## src/sv/rmfw_ram.sv

```systemverilog
`timescale 1ns / 1ps
// Generic single-write, single-read RAM with a registered read port.
// No dependencies.
module rmfw_ram #(
   parameter int WIDTH = 8,
   parameter int DEPTH = 16
) (
   input  logic                     clock,
   input  logic                     wr_en,
   input  logic [$clog2(DEPTH)-1:0] wr_addr,
   input  logic [WIDTH-1:0]         wr_data,
   input  logic                     rd_en,
   input  logic [$clog2(DEPTH)-1:0] rd_addr,
   output logic [WIDTH-1:0]         rd_data
);
   logic [WIDTH-1:0] mem_ff [DEPTH];
   logic [WIDTH-1:0] rd_data_ff;

   always_ff @(posedge clock) begin
      if (wr_en) begin
         mem_ff[wr_addr] <= wr_data;
      end
      if (rd_en) begin
         rd_data_ff <= mem_ff[rd_addr];
      end
   end

   assign rd_data = rd_data_ff;
endmodule

```

## config.mk

```make
export PLATFORM = sky130hd
export DESIGN_NAME = rmfw_ram
export DESIGN_NICKNAME = d
export VERILOG_FILES = /design/src/sv/rmfw_ram.sv
export SDC_FILE = /design/constraint.sdc
export NUM_CORES = 1
export LEC_CHECK = 0
export CAP_MARGIN = 20
export CORE_MARGIN = 1
export CORE_UTILIZATION = 65
export CTS_BUF_LIST = sky130_fd_sc_hd__clkbuf_4 sky130_fd_sc_hd__clkbuf_8
export DETAILED_ROUTE_END_ITERATION = 16
export DONT_BUFFER_PORTS = 1
export GPL_TIMING_DRIVEN = 0
export PLACE_DENSITY_LB_ADDON = 0.3
export SLEW_MARGIN = 10
export SYNTH_ARGS = -nofsm -noshare
export SYNTH_HDL_FRONTEND = slang
export SYNTH_SLANG_ARGS = --single-unit
```

## constraint.sdc

```tcl
create_clock -name clock -period 1.8 [get_ports clock]
set_input_delay 0.18 -clock clock [delete_from_list [all_inputs] [get_ports clock]]
set_output_delay 0.18 -clock clock [all_outputs]
set_load 0.01 [all_outputs]
```

==> impl_metrics.xml <==
<?xml version="1.0" encoding="UTF-8"?>
<metrics>
  <group name="floorplanning">
    <metric name="die-area" unit="sq um">8405</metric>
    <metric name="floorplan.initialDensity" unit="">0.6730</metric>
    <metric name="die_width" unit="microns">91.68</metric>
    <metric name="boundaryPins" unit="">27</metric>
    <metric name="placement_rows" unit="">32</metric>
    <metric name="die_height" unit="microns">91.68</metric>
    <metric name="core_area" unit="sq um">7767</metric>
  </group>
  <group name="sta">
    <metric name="tns" unit="ns">0</metric>
    <metric name="finalWorstPathRequiredPeriod" unit="ns">1.532</metric>
    <metric name="max_slew_margin" unit="">0.4610</metric>
    <metric name="min_period_over_period" unit="">0.8510</metric>
    <metric name="maxSlewViolCount" unit="">0</metric>
    <metric name="setup_viol" unit="">0</metric>
    <metric name="worst_pin_slew" unit="ns">0.8023</metric>
    <metric name="skew" unit="ns">0.01266</metric>
    <metric name="final_hold_viol_count" unit="">0</metric>
    <metric name="fin_ws" unit="ns">0.2682</metric>
    <metric name="fmax" unit="MHz">652.8</metric>
    <metric name="rsz0062_at_grt" unit="">false</metric>
  </group>
  <group name="yosys">
    <metric name="synth.ff_latch_count" unit="">136</metric>
    <metric name="post_synth.cell_area_avg" unit="sq um">22.83</metric>
    <metric name="post_synth_inst_count" unit="">229</metric>
    <metric name="synthDistinctLibCells" unit="">18</metric>
    <metric name="yosysTopAreaCellShare" unit="">0.7812</metric>
    <metric name="cell_accounting_for_the_most_synthesized_area" unit="">edfxtp_1</metric>
    <metric name="mappedNetlistArea" unit="sq um">5228</metric>
    <metric name="synthesis.nets" unit="">248</metric>
    <metric name="synth-seq-area-share" unit="">0.7812</metric>
    <metric name="synth-warning-count" unit="">0</metric>
    <metric name="yosys-top-cells-area" unit="">edfxtp_1 (78%), mux4_2 (7.8%), mux4_1 (7.0%), a22oi_1 (2.3%), nor2_1 (0.93%)</metric>
  </group>
  <group name="finish">
    <metric name="layout_cells_sized_above_1" unit="">0.2198</metric>
    <metric name="areaGrowthSynthToFinish" unit="%">11.15</metric>
    <metric name="stdcell_area" unit="sq um">5811</metric>
    <metric name="final_cell_count_no_fill" unit="">375</metric>
    <metric name="multiInputGateArea" unit="sq um">1057</metric>
    <metric name="nFillCells" unit="">424</metric>
    <metric name="numnets_final" unit="">280</metric>
    <metric name="most-common-layout-cells" unit="">edfxtp_1 (136), mux4_2 (18), clkbuf_8 (17), a22oi_1 (16), mux4_1 (14)</metric>
    <metric name="register_area" unit="sq um">4084</metric>
    <metric name="antenna-diode-count" unit="">0</metric>
    <metric name="most_common_cell_after_layout_fill_and_taps_aside" unit="">edfxtp_1</metric>
  </group>
  <group name="critical_path">
    <metric name="cp_cell_sequence" unit="">mux4_1 &gt; a22oi_1 &gt; nand2_1</metric>
    <metric name="crit_path_max_incr_delay" unit="ns">0.58</metric>
    <metric name="reg2reg_to" unit="">rd_data[2]</metric>
    <metric name="reg2reg_slack" unit="ns">0.27</metric>
    <metric name="regToRegStartpoint" unit="">mem_ff[5][2]</metric>
    <metric name="critical-path-slowest-cell" unit="">mux4_1</metric>
    <metric name="worstRegToRegCells" unit="">3</metric>
    <metric name="critical_path.startpoint_type" unit="">flop</metric>
    <metric name="criticalPathCategory" unit="">reg -&gt; reg</metric>
    <metric name="worst_setup_path_startpoint" unit="">mem_ff[5][2]</metric>
    <metric name="crit_end" unit="">rd_data[2]</metric>
    <metric name="critPathRequiredTime" unit="ns">1.98</metric>
    <metric name="crit_arrival" unit="ns">1.71</metric>
    <metric name="crit_path_max_fanout" unit="">1</metric>
    <metric name="timing.critical_path.to_type" unit="">flop</metric>
  </group>
  <group name="global_routing">
    <metric name="gr-usage-all-layers" unit="">0.2523</metric>
    <metric name="global_route.overflow_total" unit="">0</metric>
    <metric name="via_count_of_the_first_global_routing_pass" unit="">2527</metric>
    <metric name="global_route_wire_length_before_repair" unit="microns">14160</metric>
    <metric name="grt_max_degree" unit="">17</metric>
    <metric name="number_of_antenna_violations_at_the_first_check_in_global_routing" unit="">0</metric>
  </group>
  <group name="routing">
    <metric name="route.final.wire_length" unit="microns">9534</metric>
    <metric name="detail_route.drc_violations" unit="">0</metric>
    <metric name="detailedRoute.firstIterationViolations" unit="">283</metric>
    <metric name="met2_length" unit="microns">4807</metric>
    <metric name="met3_wirelength" unit="microns">706</metric>
    <metric name="detailedRoute.firstPassIterationCount" unit="">5</metric>
    <metric name="detail_route.vias_per_cell" unit="">6.549</metric>
    <metric name="drtAntennaViolNets" unit="">0</metric>
    <metric name="routed_wire_length_per_instance" unit="microns">25.42</metric>
    <metric name="total_number_of_vias" unit="">2456</metric>
    <metric name="highest_layer" unit="">met4</metric>
    <metric name="detail_route.wirelength.met1" unit="microns">3780</metric>
  </group>
  <group name="min_path">
    <metric name="min_path_cells" unit="">1</metric>
    <metric name="hp-class" unit="">in -&gt; reg</metric>
    <metric name="holdCritStartpoint" unit="">wr_addr[0]</metric>
  </group>
  <group name="power_and_ir_drop">
    <metric name="ratio_of_total_power_to_cell_area" unit="nW/um^2">1038</metric>
    <metric name="leakage_dissipation" unit="nW">1.886</metric>
    <metric name="totalPowerFinal" unit="W">0.006029</metric>
    <metric name="vdd.ir_drop.worst" unit="mV">0.6288</metric>
  </group>
  <group name="clock_network">
    <metric name="clk_latency" unit="ns">0.43</metric>
    <metric name="post_cts_sizing" unit="">0</metric>
    <metric name="cts_root_buffer" unit="">clkbuf_8</metric>
    <metric name="path_clk_slew" unit="ns">0.07</metric>
    <metric name="cts_tree" unit="">built</metric>
    <metric name="number_of_post_cts_setup_repair_buffers" unit="">0</metric>
    <metric name="max-clock-path-buffers" unit="">2</metric>
    <metric name="cts_sinks" unit="">136</metric>
    <metric name="htree_levels" unit="">4</metric>
    <metric name="cts-buffers-inserted" unit="">17</metric>
  </group>
  <group name="placement">
    <metric name="numPlacedInstances" unit="">335</metric>
    <metric name="dp_worst_setup_slack" unit="ns">-0.2157</metric>
    <metric name="placement.cell_area" unit="sq um">5380</metric>
    <metric name="gp_congestion" unit="">0.7425</metric>
    <metric name="buffers_added_on_ports" unit="">0</metric>
    <metric name="detailed_place_hpwl" unit="microns">6116</metric>
  </group>
  <group name="outcome">
    <metric name="result_of_the_run" unit="">completed</metric>
  </group>
  <group name="job">
    <metric name="maxCapViolCount" unit="">0</metric>
  </group>
</metrics>
==> where the power goes <==
| group | leakage, nW | internal [W] | switching, W | total [W] |
|---|---|---|---|---|
| combinational | 0.478 | 0.000129 | 0.000175 | 0.000304 |
| sequential | 1.24 | 0.00357 | 0.0000258 | 0.00359 |
| clock | 0.173 | 0.00110 | 0.00103 | 0.00213 |
| total | 1.89 | 0.00480 | 0.00123 | 0.00603 |
==> layer usage <==
metal,GRT usage,vias to the layer above
met2,0.3878,137
li1,-,1046
met3,0.06633,22
met1,0.3506,1251
met5,0,-
met4,0.1085,0
==> synthesized netlist by cell type, drive strengths merged <==
cell	n
nor2b	1
nor3	4
nand3b	2
nand2b	2
buf	7
edfxtp	136
or3b	1
nand3	1
nand2	9
nor2	13
a22oi	16
clkdlybuf4s25	3
and2b	1
and2	1
mux4	32
==> sequential cells by signal, summed over array words and instances, names as in the netlist <==
signal and cells:
rd_data 8, mem_ff 128
==> kinds of logic after synthesis <==
kind of cell / after synthesis / synth area share
AO/OA/AOI/OAI: 16 / 0.02298
flip-flops: 136 / 0.7812
buffers and inverters: 10 / 0.01651
AND/OR/NAND/NOR: 35 / 0.03136
multiplexers: 32 / 0.1479
==> worst min-delay path by stage <==
stage	slack [ns]	to
2_1_floorplan	0.28	mem_ff[0][0]
3_3_place_gp	0.28	mem_ff[3][7]
3_5_place_dp	0.28	mem_ff[13][3]
4_1_cts	0.01	mem_ff[8][4]
5_1_grt	0.008	mem_ff[8][4]
6_report	0.02	mem_ff[8][4]
==> per-stage QoR <==
| step | utilization | hold slack [ns] |
|---|---|---|
| finish | 0.7481 | 0.02466 |
| global route | 0.7481 | 0.008030 |
| CTS | 0.7481 | 0.01044 |
| detailed placement | 0.6927 | 0.2795 |
| global placement | 0.6894 | 0.2796 |
| floorplan | - | 0.2789 |
==> cell type report <==
class                   count  area share
plain buffers              10     0.01486
clock buffers              20     0.04414
clock inverters            11     0.01443
multi-input cells          83      0.1820
flip-flops and latches    136      0.7028
well taps                 102     0.02196
repair buffers             13     0.01981
==> critical path, delay by kind of cell (launching register included) <==
kind / cells / cell delay, ns
and+or+nand+nor: 1 / 0.08
AOI/OAI and AO/OA: 1 / 0.26
muxes: 1 / 0.58
DFF: 1 / 0.36
==> timing repair <==
action | CTS | global route
endpoints found under the hold margin | 136 | 0
hold buffers | 9 | 0
setup endpoints to repair | 0 | 0
No activity file was read; power rests on OpenSTA's default activity.
