$ cat config.mk
export PLATFORM = sky130hd
export DESIGN_NAME = rmfw_ctrl
export DESIGN_NICKNAME = d
export VERILOG_FILES = /design/src/sv/rmfw_pkg.sv /design/src/sv/rmfw_ctrl.sv
export SDC_FILE = /design/constraint.sdc
export NUM_CORES = 1
export LEC_CHECK = 0
export BUFFER_PORTS_ARGS = -buffer_cell sky130_fd_sc_hd__buf_2
export CORE_ASPECT_RATIO = 1.4
export CORE_UTILIZATION = 50
export DETAILED_ROUTE_END_ITERATION = 6
export HOLD_SLACK_MARGIN = 0.03
export MAX_ROUTING_LAYER = met4
export PLACE_DENSITY = 0.76
export SLEW_MARGIN = 20
export SYNTH_ARGS = -nofsm -noshare
export SYNTH_HDL_FRONTEND = slang
export SYNTH_SLANG_ARGS = --single-unit
export TNS_END_PERCENT = 1
$ cat constraint.sdc
create_clock -name clock -period 6.25 [get_ports clock]
set_clock_uncertainty 0.05 [all_clocks]
set_input_delay 1.25 -clock clock [delete_from_list [all_inputs] [get_ports clock]]
set_output_delay 1.25 -clock clock [all_outputs]
set_load 0.02 [all_outputs]
$ cat src/sv/rmfw_pkg.sv
`timescale 1ns / 1ps
// Shared types, codes and sizing constants of the recursive lock unit.
// No dependencies; every other file of the block but rmfw_ram imports this package.
package rmfw_pkg;

   localparam int QUEUE_DEPTH    = 1024;
   localparam int THREAD_ID_BITS = 10;
   localparam int NEST_BITS      = 8;
   localparam int MODE_BITS      = 2;
   localparam int PTR_BITS       = $clog2(QUEUE_DEPTH);
   localparam int CNT_BITS       = $clog2(QUEUE_DEPTH + 1);

   // Bit of mode that selects unlock; the top code therefore also unlocks.
   localparam int UNLOCK_BIT = 1;

   localparam logic [MODE_BITS-1:0] MODE_LOCK = 2'd0;
   localparam logic [MODE_BITS-1:0] MODE_TRY  = 2'd1;

   typedef logic [THREAD_ID_BITS-1:0] tid_type;
   typedef logic [PTR_BITS-1:0]       ptr_type;
   typedef logic [CNT_BITS-1:0]       cnt_type;
   typedef logic [NEST_BITS-1:0]      nest_type;

   typedef enum logic [3:0] {
      ST_ACQUIRED   = 4'd0,
      ST_NESTED     = 4'd1,
      ST_QUEUED     = 4'd2,
      ST_BUSY       = 4'd3,
      ST_FULL       = 4'd4,
      ST_RELEASED   = 4'd5,
      ST_DROPPED    = 4'd6,
      ST_NOT_LOCKED = 4'd7,
      ST_NOT_OWNER  = 4'd8,
      ST_SATURATED  = 4'd9
   } status_type;

   typedef enum logic {
      FSM_IDLE,
      FSM_EXEC
   } fsm_type;

   typedef struct packed {
      logic [MODE_BITS-1:0] mode;
      tid_type              thread_id;
   } req_type;

   typedef struct packed {
      status_type status;
      logic       woken_valid;
      tid_type    woken_thread;
      cnt_type    waiters_now;
   } rsp_type;

   typedef struct packed {
      logic    wr_en;
      ptr_type wr_addr;
      tid_type wr_data;
      logic    rd_en;
      ptr_type rd_addr;
   } ring_cmd_type;

   function automatic ptr_type ring_next(input ptr_type p);
      return (p == ptr_type'(QUEUE_DEPTH - 1)) ? '0 : p + ptr_type'(1);
   endfunction

endpackage

$ cat src/sv/rmfw_ctrl.sv
`timescale 1ns / 1ps
// Lock sequencer: owner, nesting and queue pointers, plus the decision logic.
// Depends on rmfw_pkg; drives the wait ring memory through a command struct.
module rmfw_ctrl (
   input  logic                  clock,
   input  logic                  reset,
   input  logic                  req_valid,
   output logic                  req_ready,
   input  rmfw_pkg::req_type     req,
   output rmfw_pkg::ring_cmd_type ring_cmd,
   input  rmfw_pkg::tid_type     ring_rdata,
   output logic                  res_valid,
   input  logic                  res_ready,
   output rmfw_pkg::rsp_type     res
);
   import rmfw_pkg::*;

   fsm_type  state_ff, state_in;
   req_type  req_ff, req_in;
   logic     held_ff, held_in;
   tid_type  owner_ff, owner_in;
   nest_type nest_ff, nest_in;
   ptr_type  head_ff, head_in;
   ptr_type  tail_ff, tail_in;
   cnt_type  count_ff, count_in;

   // Decision for the item in hand
   logic     unlock, is_owner, q_write;
   logic     held_nx;
   tid_type  owner_nx;
   nest_type nest_nx;
   ptr_type  head_nx, tail_nx;
   cnt_type  count_nx;
   status_type status;
   logic     wv;
   tid_type  wt;

   always_ff @(posedge clock) begin
      if (reset) begin
         state_ff <= FSM_IDLE;
         held_ff  <= 1'b0;
         owner_ff <= '0;
         nest_ff  <= '0;
         head_ff  <= '0;
         tail_ff  <= '0;
         count_ff <= '0;
      end else begin
         state_ff <= state_in;
         held_ff  <= held_in;
         owner_ff <= owner_in;
         nest_ff  <= nest_in;
         head_ff  <= head_in;
         tail_ff  <= tail_in;
         count_ff <= count_in;
      end
      req_ff <= req_in;
   end

   always_comb begin
      unlock   = req_ff.mode[UNLOCK_BIT];
      is_owner = (owner_ff == req_ff.thread_id);
      held_nx  = held_ff;
      owner_nx = owner_ff;
      nest_nx  = nest_ff;
      head_nx  = head_ff;
      tail_nx  = tail_ff;
      count_nx = count_ff;
      q_write  = 1'b0;
      wv       = 1'b0;
      wt       = '0;
      status   = ST_ACQUIRED;
      if (unlock) begin
         if (!held_ff) begin
            status = ST_NOT_LOCKED;
         end else if (!is_owner) begin
            status = ST_NOT_OWNER;
         end else if (nest_ff != '0) begin
            nest_nx = nest_ff - nest_type'(1);
            status  = ST_DROPPED;
         end else if (count_ff != '0) begin
            // hand over to the front waiter read on the accept cycle
            owner_nx = ring_rdata;
            nest_nx  = '0;
            head_nx  = ring_next(head_ff);
            count_nx = count_ff - cnt_type'(1);
            wv       = 1'b1;
            wt       = ring_rdata;
            status   = ST_RELEASED;
         end else begin
            held_nx = 1'b0;
            status  = ST_RELEASED;
         end
      end else if (!held_ff) begin
         held_nx  = 1'b1;
         owner_nx = req_ff.thread_id;
         nest_nx  = '0;
         status   = ST_ACQUIRED;
      end else if (is_owner) begin
         if (nest_ff == '1) begin
            status = ST_SATURATED;
         end else begin
            nest_nx = nest_ff + nest_type'(1);
            status  = ST_NESTED;
         end
      end else if (req_ff.mode == MODE_TRY) begin
         status = ST_BUSY;
      end else if (count_ff == cnt_type'(QUEUE_DEPTH)) begin
         status = ST_FULL;
      end else begin
         q_write  = 1'b1;
         tail_nx  = ring_next(tail_ff);
         count_nx = count_ff + cnt_type'(1);
         status   = ST_QUEUED;
      end
   end

   always_comb begin
      state_in = state_ff;
      req_in   = req_ff;
      held_in  = held_ff;
      owner_in = owner_ff;
      nest_in  = nest_ff;
      head_in  = head_ff;
      tail_in  = tail_ff;
      count_in = count_ff;
      req_ready = 1'b0;
      res_valid = 1'b0;
      ring_cmd  = '0;
      ring_cmd.rd_addr = head_ff;
      ring_cmd.wr_addr = tail_ff;
      ring_cmd.wr_data = req_ff.thread_id;
      res.status       = status;
      res.woken_valid  = wv;
      res.woken_thread = wt;
      res.waiters_now  = count_nx;
      unique case (state_ff)
         FSM_IDLE: begin
            req_ready = 1'b1;
            if (req_valid) begin
               ring_cmd.rd_en = 1'b1;
               req_in   = req;
               state_in = FSM_EXEC;
            end
         end
         FSM_EXEC: begin
            res_valid = 1'b1;
            if (res_ready) begin
               ring_cmd.wr_en = q_write;
               held_in  = held_nx;
               owner_in = owner_nx;
               nest_in  = nest_nx;
               head_in  = head_nx;
               tail_in  = tail_nx;
               count_in = count_nx;
               state_in = FSM_IDLE;
            end
         end
         default: state_in = FSM_IDLE;
      endcase
   end
endmodule

==> out/qor.yml <==
synth:
  synthFlopType: "dfxtp_1"
  synth_enable_flop_cells: 12
  synth_top_area_cell: "dfxtp_1"
  ys_types: 60
  yosysSeqAreaShare_pct: 35.1
  yosys-top-cells-count: "nor2_1, dfxtp_1, nand2_1"
  yosysMostFrequentCell: "nor2_1"
  yosysTopAreaCellShare_pct: 26.0
  synth_area_um2: 3930
  postSynthCellCount: 483
  synthArstFlopShare_pct: 0
  syn_avg_cell_area_um2: 8.14
  ys_seq_elements: 63
  yosys-top-cells-area: "dfxtp_1, edfxtp_1, nor2_1, xor2_1, a21oi_1"
  syn_nets: 517
  yosysWarnings: 0
sta:
  grt_setup_unrepaired: "false"
  fin_crit_ns: 4.47
  slew_violations: 0
  setup_tns_ns: 0
  setup_violations: 0
  clock.fmax_mhz: 224
  worstMarginPinSlew_ns: 0.767
  hold_viol: 0
  fin_ws_ns: 1.78
  relSlewSlack_pct: 48.9
  fin_crit_sh_pct: 71.4
critical_path:
  crit_path_top_delay_cell: "and3_1"
  crit_family: "simple AND/OR/NAND/NOR gates"
  slowest_delay_ns: 0.64
  startpoint: "ring_cmd[18]"
  cp_max_fo: 18
  crit_top_cell: "and3_1"
  crit_arrival_ns: 3.17
  r2r-start: "ring_cmd[18]"
  path_class: "flip-flop to output port"
  path_buf_inv: 1
  worst_ep_required_time_ns: 4.95
  cp-end-kind: "output port"
  start_kind: "flip-flop"
  path_cells: "xor2_1 -> nor4_2 -> and3_1 -> and3_1 -> and3_1 -> nor2_1 -> xnor2_1 -> buf_2"
floorplanning:
  die_h_um: 107
  initial_core_util_pct: 52.4
  die_area_um2: 8230
  core_area_um2: 7500
  placement_rows: 37
  io_pins: 86
  fp.dieW_um: 77.0
pwr:
  max-vdd-ir-drop_uv: 163
  p_total_w: 0.000899
  leakage_nw: 1.88
  power.density_nw_per_um2: 201
grt:
  grt_max_degree: 40
  grt-ovfl-total: 0
  grt_pass1_wl_um: 15300
  grt.total_usage_pct: 24.1
  grt_pass1_vias: 3445
  antenna_found_initial: 0
clock_tree:
  cts_made_buffers: 9
  postCtsResizedCells: 0
  clockRootBuffer: "clkbuf_8"
  postCtsSetupRepairBufs: 0
  cts_buffer_depth: 2
  clk_latency_ns: 0.36
  htree_levels: 3
  cts_tree: "yes"
  cts.sinks: 63
  clkTransAtPathRegs_ns: 0.07
  cts_hold_buf: 0
final_layout:
  fin_nets: 570
  num-fill-cells: 719
  drive_gt1_share_pct: 20.9
  antennaDiodeCount: 0
  area.growth.synth_to_final_pct: 13.5
route:
  drtIter0Drc: 207
  antenna_left: 0
  drc_errors: 0
  drt_pass1_iterations: 5
  vias_per_cell: 5.88
  routedWlPerCell_um: 14.8
  vias: 3750
  wl_um: 9440
placed_design:
  dp_hpwl_um: 6730
  place_ws_ns: 2.18
  routabilityCongestion: 0.903
  numPortBuffers: 85
status:
  status: "complete, no violations"
min_path:
  hold_path_class: "flip-flop to flip-flop"
  holdCritStartpoint: "head_ff[9]"
flow_run:
  drv_cap: 0
==> stage by stage <==
step	utilization, %	std cells	hold slack, ns	area [µm²]
6_report	59.5	638	0.457	4460
5_1_grt	59.5	638	0.496	4460
4_1_cts	59.5	638	0.459	4460
3_5_place_dp	56.7	622	0.450	4250
3_3_place_gp	56.7	622	0.425	4250
2_1_floorplan	-	483	0.439	3930
==> power by group <==
group / total [W] / internal, W / leakage (nW) / switching (W)
Clock: 0.000378 / 0.000216 / 0.109 / 0.000162
Sequential: 0.000434 / 0.000424 / 0.527 / 0.00000960
Combinational: 0.0000875 / 0.0000309 / 1.25 / 0.0000566
Total: 0.000899 / 0.000671 / 1.88 / 0.000228
==> layer usage <==
metal	track usage [%]	part of all wire, %	wire length, µm
met1	26.7	42	4000
met2	40.9	50	4720
met5	-	0	0
met3	4.77	4.8	453
met4	12.4	2.9	274
==> worst register-to-register path: cells and delay by family, from the launching register on <==
family                    cells  cell delay (ns)
and+or+nand+nor               4             1.69
AOI/OAI and AO/OA             2             0.89
DFF                           1             0.43
xor gates and xnor gates      1             0.17
==> state kept, by name, summed over array words and instances (netlist names) <==
| name | cells |
|---|---|
| count_ff | 11 |
| head_ff | 10 |
| held_ff | 1 |
| nest_ff | 8 |
| owner_ff | 10 |
| req_ff | 2 |
| ring_cmd | 10 |
| state_ff | 1 |
| tail_ff | 10 |
==> cell type report <==
type / instances / area, µm² / share of cell area [%]
multi-input cells: 363 / 2270 / 50.8
flip-flops and latches: 63 / 1380 / 31.0
repair buffers: 86 / 433 / 9.70
clock buffers: 13 / 169 / 3.79
well taps: 97 / 121 / 2.72
inverters: 13 / 48.8 / 1.09
clock inverters: 3 / 40.0 / 0.897
==> placed cells by master (no fill, tap or decap), types with 4 or more instances in the layout <==
| cell | count |
|---|---|
| buf_2 | 85 |
| or3_1 | 12 |
| a21oi_1 | 31 |
| and2_1 | 18 |
| a211oi_1 | 12 |
| nand4_1 | 14 |
| o21a_1 | 4 |
| o21ai_0 | 19 |
| xnor2_1 | 12 |
| a31oi_1 | 5 |
| clkbuf_8 | 12 |
| mux2i_1 | 11 |
| xor2_1 | 20 |
| and3_1 | 12 |
| nand2_1 | 38 |
| nor3_1 | 15 |
| dfxtp_1 | 51 |
| nor2_1 | 54 |
| nor4_1 | 5 |
| edfxtp_1 | 12 |
| nand3_1 | 20 |
| nand2b_1 | 5 |
| inv_1 | 13 |
| ha_1 | 8 |
==> final timing paths <==
check                 to  slack [ns]  depth (start not counted)
max               res[4]        1.78                          8
min           head_ff[9]        0.46                          2
max reg2reg  owner_ff[6]        2.93                          7
min reg2reg   head_ff[9]        0.46                          2
==> kinds of logic after synthesis <==
logic type,count (synthesis),share of synthesized area (%)
compound gates,103,17.1
xor+xnor,32,7.13
fa+ha+maj,8,2.55
buf+inv,57,7.25
flops,63,35.1
mux,12,3.09
simple gates,208,27.7
No activity file was read; power rests on OpenSTA's default activity.
